==> config.mk <==
export PLATFORM = sky130hd
export DESIGN_NAME = wpmq_cell
export DESIGN_NICKNAME = d
export VERILOG_FILES = /design/src/rtl/core/wpmq_pkg.sv /design/src/rtl/core/wpmq_cell.sv
export SDC_FILE = /design/constraint.sdc
export NUM_CORES = 1
export LEC_CHECK = 0
export ABC_AREA = 1
export BUFFER_PORTS_ARGS = -buffer_cell sky130_fd_sc_hd__buf_2
export CAP_MARGIN = 20
export CORE_MARGIN = 4
export CORE_UTILIZATION = 41
export CTS_CLUSTER_DIAMETER = 100
export DETAILED_ROUTE_END_ITERATION = 12
export PLACE_DENSITY = 0.87
export RECOVER_POWER = 50
export SKIP_CTS_REPAIR_TIMING = 1
export SLEW_MARGIN = 20
export SYNTH_ARGS = -nofsm -noshare
export SYNTH_HDL_FRONTEND = slang
export SYNTH_SLANG_ARGS = --single-unit
==> constraint.sdc <==
create_clock -name clk_i -period 3.3 [get_ports clk_i]
set_input_delay 0.66 -clock clk_i [delete_from_list [all_inputs] [get_ports clk_i]]
set_output_delay 0.66 -clock clk_i [all_outputs]
set_load 0.01 [all_outputs]
==> src/rtl/core/wpmq_pkg.sv <==
`timescale 1ns / 1ps
`default_nettype none

package wpmq_pkg;

  // Sizes of the point fields, the queue and the result.
  localparam int unsigned COORD_BITS  = 24;
  localparam int unsigned VAL_BITS    = COORD_BITS + 2;
  localparam int unsigned BEST_BITS   = COORD_BITS + 2;
  localparam int unsigned SUM_BITS    = COORD_BITS + 3;
  localparam int unsigned QUEUE_DEPTH = 64;

  // One queue entry: y - x of a point and its x.
  typedef struct packed {
    logic signed [VAL_BITS-1:0] val;
    logic [COORD_BITS-1:0]      x;
  } entry_t;

  // What every cell of the chain does in the current cycle.
  typedef enum logic [1:0] {
    CELL_HOLD,
    CELL_CLEAR,
    CELL_SHIFT,
    CELL_PUSH
  } cell_op_e;

  // Broadcast from the controller to all cells.
  typedef struct packed {
    cell_op_e op;
    entry_t   entry;
  } cell_ctrl_t;

  // Controller state.
  typedef enum logic {
    ST_IDLE,
    ST_RUN
  } state_e;

endpackage

`default_nettype wire

==> src/rtl/core/wpmq_cell.sv <==
`timescale 1ns / 1ps
`default_nettype none

module wpmq_cell (
  input  logic                 clk_i,
  input  logic                 rst_ni,
  input  wpmq_pkg::cell_ctrl_t ctrl_i,
  input  logic                 ovf_i,
  input  logic                 nxt_valid_i,
  input  wpmq_pkg::entry_t     nxt_entry_i,
  input  logic                 prev_kept_i,
  output logic                 valid_o,
  output wpmq_pkg::entry_t     entry_o,
  output logic                 kept_o
);
  import wpmq_pkg::*;

  logic   valid_q, valid_d;
  entry_t entry_q, entry_d;

  // The entry survives the back pops when its value beats the new one.
  // Values fall strictly from front to back, so the kept cells form a prefix.
  assign kept_o = valid_q && (entry_q.val > ctrl_i.entry.val);

  // Next contents of the cell.
  always_comb begin
    valid_d = valid_q;
    entry_d = entry_q;
    unique case (ctrl_i.op)
      CELL_HOLD: begin
      end
      CELL_CLEAR: begin
        valid_d = 1'b0;
      end
      CELL_SHIFT: begin
        valid_d = nxt_valid_i;
        entry_d = nxt_entry_i;
      end
      CELL_PUSH: begin
        if (ovf_i) begin
          // Queue full: everything moves one place toward the front.
          valid_d = 1'b1;
          entry_d = nxt_entry_i;
        end else if (kept_o) begin
          valid_d = 1'b1;
        end else if (prev_kept_i) begin
          // First free place behind the kept entries takes the new point.
          valid_d = 1'b1;
          entry_d = ctrl_i.entry;
        end else begin
          valid_d = 1'b0;
        end
      end
      default: begin
      end
    endcase
  end

  // Valid bit.
  always_ff @(posedge clk_i or negedge rst_ni) begin
    if (!rst_ni) begin
      valid_q <= 1'b0;
    end else begin
      valid_q <= valid_d;
    end
  end

  // Entry payload.
  always_ff @(posedge clk_i) begin
    entry_q <= entry_d;
  end

  assign valid_o = valid_q;
  assign entry_o = entry_q;

endmodule

`default_nettype wire

Word level (Yosys, flattened, before mapping)

Index checks and enable logic that the tools add are counted.
W data, S select, Z words.

Flip-flop bits (word level): 51
Output and inout bits: 52
Word-level logic and storage cells: 21
Input bits: 107

$lt $le $gt $ge: 1
Reductions and logical operators: 4
Mux-type cells: 8
Equal/unequal tests: 5

Operator list:

| kind                 | count |
|---|---|
| $mux W50             | 3 |
| $pmux W50 S2         | 1 |
| $gt A26 B26 Y1       | 1 |
| $ne A3 B3 Y1 const B | 2 |
| $eq A2 B2 Y1 const B | 2 |
| $mux W1              | 3 |
| $pmux W1 S3          | 1 |
| $reduce_and A3 Y1    | 1 |
| $reduce_bool A3 Y1   | 1 |
| $eq A2 B1 Y1 const B | 1 |
| $reduce_bool A2 Y1   | 1 |
| $logic_and A1 B1 Y1  | 1 |

Logic depth before layout (Yosys ltp)

Word-level depth: 5
Mapped depth: 16
Mapped depth without buffers: 16

Worst setup path before layout

No wires, ideal clock.

Kind: input -> register
Start: in ctrl_i[49] (netlist bit)
End: reg entry_q (netlist bit entry_o[0]) (enable)
Stages: 12
Data arrival time: 3.153 ns
Slack: -0.278 ns
Data required time: 2.875 ns
Path through: inv_1 > ha_1 > nand2_1 > nor2_2 > inv_1 > nor3_2 > nand2_1 > nand4_1 > nand2_1 > nand2_2 > nand2_1 > a21oi_2

Cells in the longest elaborated chain, start to end: 4

Ends and longest elaborated chain:

| what                               | RTL line        | RTL |
|---|---|---|
| start, declared                    | wpmq_cell.sv:7  | `input wpmq_pkg::cell_ctrl_t ctrl_i,` |
| $gt A26 B26 Y1                     | wpmq_cell.sv:23 | `assign kept_o = valid_q && (entry_q.val > ctrl_i.entry.val);` |
| $logic_and A1 B1 Y1                | wpmq_cell.sv:23 |  |
| $ne A3 B3 Y1 (no source line)      | -               |  |
| $reduce_and A3 Y1 (no source line) | -               |  |
| end signal, assigned               | wpmq_cell.sv:70 | `entry_q <= entry_d;` |
| end, declared                      | wpmq_cell.sv:19 | `entry_t entry_q, entry_d;` |

No other way between the ends.
A chain may end at the register's enable or synchronous reset.

Final worst setup path

Start: in ctrl_i[49] (netlist bit)
End: out kept_o

Cells in the longest elaborated chain, start to end: 2

Ends and longest elaborated chain:

| what                | RTL line        | RTL |
|---|---|---|
| $gt A26 B26 Y1      | wpmq_cell.sv:23 |  |
| $logic_and A1 B1 Y1 | wpmq_cell.sv:23 |  |
| end, declared       | wpmq_cell.sv:14 | `output logic kept_o` |

No other way between the ends.

==> results.py <==
metrics = {
    "power_and_ir_drop": {
        "swShare_pct": 26.8,
        "p_int_mw": 1.13,
        "pwr-share-comb_pct": 19.5,
        "p_per_area_nw_per_um2": 398,
        "p_seq_share_pct": 51.2,
        "power_frac_clock_pct": 29.3,
        "peakVddDrop_uv": 196,
        "p_leak_nw": 1.98,
        "power.total_mw": 1.54,
        "p_sw_uw": 413,
    },
    "detailed_routing": {
        "ant_nets": 0,
        "vias_per_cell": 4.54,
        "wl_um": 7320,
        "routedWlPerCell_um": 12.5,
        "route.vias.total": 2672,
        "drc_errors": 0,
        "drtIter0Drc": 75,
        "first_pass_iters": 4,
    },
    "floorplan": {
        "die_area_um2": 8510,
        "io_pins": 159,
        "num_rows": 30,
        "start_util_pct": 42.6,
        "fp.dieH_um": 92.3,
        "die_x_um": 92.3,
        "fp.coreArea_um2": 6830,
    },
    "timing": {
        "fin_crit_sh_pct": 84.3,
        "slew_headroom_pct": 26.7,
        "hold_violations": 0,
        "rsz0062_at_grt": "false",
        "fin_skew_ns": 0.00968,
        "timing.fmax_mhz": 360,
        "drv_slew": 0,
        "setup_ws_ns": 0.518,
        "setup_violations": 0,
        "period_needed_ns": 2.78,
        "tns_ns": 0,
        "worstMarginPinSlew_ns": 1.10,
    },
    "setup_path": {
        "reg2reg_setup_slack_ns": 0.85,
        "r2r-end": "entry_o[24]",
        "crit_type": "in2out",
        "required_ns": 2.64,
        "critical_path.endpoint_type": "output pin",
        "cp_max_fo": 4,
        "worst_setup_path_start_kind": "input port",
        "ff2ff_path_depth": 12,
        "worstReg2RegStart": "entry_o[49]",
        "arrival_ns": 2.12,
    },
    "clock_network": {
        "cts_tree": "done",
        "clk_path_buf_depth": 2,
        "clkTransAtPathRegs_ns": 0.10,
        "cts_root_buffer": "clkbuf_8",
        "cts_sinks": 51,
        "h-tree-depth": 2,
        "clk_latency_ns": 0.31,
        "cts_buffers": 5,
    },
    "run_status": {
        "status": "finished clean",
    },
    "global_route": {
        "overflow": 0,
        "grt_pass1_vias": 2676,
        "grt_start_max_net_pins": 51,
        "grt_use_total_pct": 17.3,
        "antenna_found_initial": 0,
        "grt_pass1_wl_um": 11700,
    },
    "logic_synthesis": {
        "avgSynthCellArea_um2": 8.71,
        "yosysTopAreaCellShare_pct": 51.6,
        "syn-num-nets": 467,
        "postSynthCellCount": 334,
        "synth_top_cell_by_area": "edfxtp_1",
        "synth_area_leaders": "edfxtp_1 (52%), nand2_1 (18%), ha_1 (11%)",
        "ys_seq_area_share_pct": 52.5,
        "ys_ff_latch": 51,
        "synth_area_um2": 2910,
        "synth_cell_types": 22,
        "ys_warn_count": 0,
    },
    "final_layout": {
        "design_area_um2": 3870,
        "drive_above_1_share_pct": 25.0,
        "layout_commonest_cell": "nand2_1",
        "syn2layout_area_growth_pct": 32.9,
        "nFillCells": 704,
        "nNetsFinal": 624,
        "final_core_util_pct": 56.6,
        "final_cell_mix": "nand2_1 (143), buf_2 (106), clkbuf_1 (52)",
        "register_area_um2": 1530,
        "multiInputGateArea_um2": 1170,
        "antenna_cells": 0,
    },
    "placed_design": {
        "hpwl_um": 5890,
        "gp_congestion": 0.781,
        "placed_cell_area_um2": 3820,
        "pre_cts_ws_ns": 0.463,
        "portBuffers": 158,
    },
    "flow_run": {
        "cap_violations": 0,
    },
    "hold_path": {
        "min_path_type": "in2async",
    },
}
[registers in the layout, indices dropped and copies added, names as in the netlist]
register,cells
entry_o,50
valid_o,1
[per-layer routing]
layer  wire length (µm)  vias up  GRT usage (%)
met2               3770      101           32.2
met1               2750     1165           18.1
met3                672       12           6.15
li1                   -     1394              -
met4                131        0           4.83
met5                  0        -              0
[power groups by stage]
| stage | combinational, mW | clock, mW | sequential (mW) |
|---|---|---|---|
| final | 0.300 | 0.450 | 0.789 |
| after global routing | 0.349 | 0.498 | 0.794 |
| after CTS | 0.319 | 0.464 | 0.788 |
| after detailed placement | 0.317 | 0 | 0.802 |
| after global placement | 0.308 | 0 | 0.799 |
| after floorplan | 0.147 | 0 | 0.825 |
[critical path: stages]
cell     delay, ns
buf_2         0.08
inv_1         0.04
ha_1          0.34
nand2_1       0.10
nor2_2        0.13
nand3_1       0.13
nor2_1        0.11
nand2_1       0.09
nand3_1       0.08
nand2_1       0.05
nand2_1       0.05
nand2_1       0.08
inv_1         0.05
buf_2         0.13
[per-stage QoR]
stage	hold slack [ns]	instances
2_1_floorplan	0.364	334
3_3_place_gp	0.437	580
3_5_place_dp	0.437	580
4_1_cts	0.0959	588
5_1_grt	0.0764	588
6_report	0.101	588
[worst max path at each step]
stage	from	end	slack [ns]
global placement	ctrl_i[49]	entry_o[26]	0.46
floorplan	ctrl_i[49]	entry_o[0]	0.31
finish	ctrl_i[49]	kept_o	0.52
CTS	ctrl_i[49]	kept_o	0.49
global route	ctrl_i[41]	kept_o	0.32
detailed placement	ctrl_i[49]	entry_o[17]	0.46
[cell families after synthesis]
| kind of cell | count (synthesis) | synth area share (%) |
|---|---|---|
| flops | 51 | 52.5 |
| compound gates | 36 | 6.41 |
| simple gates | 166 | 22.6 |
| fa+ha+maj | 26 | 11.2 |
| buf+inv | 55 | 7.35 |
[cell usage after synthesis]
library cell,number
buf_2,6
edfxtp_1,50
a21oi_1,8
nand3_1,6
nand2_2,2
nor2_1,10
nor3_2,1
nor2_4,1
nor2_2,1
inv_1,43
nand2_1,142
dfrtp_1,1
o21ai_1,25
nor3_1,1
a21oi_2,1
nand4_1,1
nor4_1,1
o21ai_0,1
ha_1,26
clkbuf_1,4
a21o_1,1
inv_2,2
[cell type report]
type / instances / area share [%]
clock buffer: 5 / 1.78
clock inverter: 3 / 1.23
inverter: 45 / 4.37
multi-input combinational: 228 / 30.2
sequential: 51 / 39.5
tap: 96 / 3.11
timing repair buffer: 160 / 19.8
No activity file was read; power rests on OpenSTA's default activity.
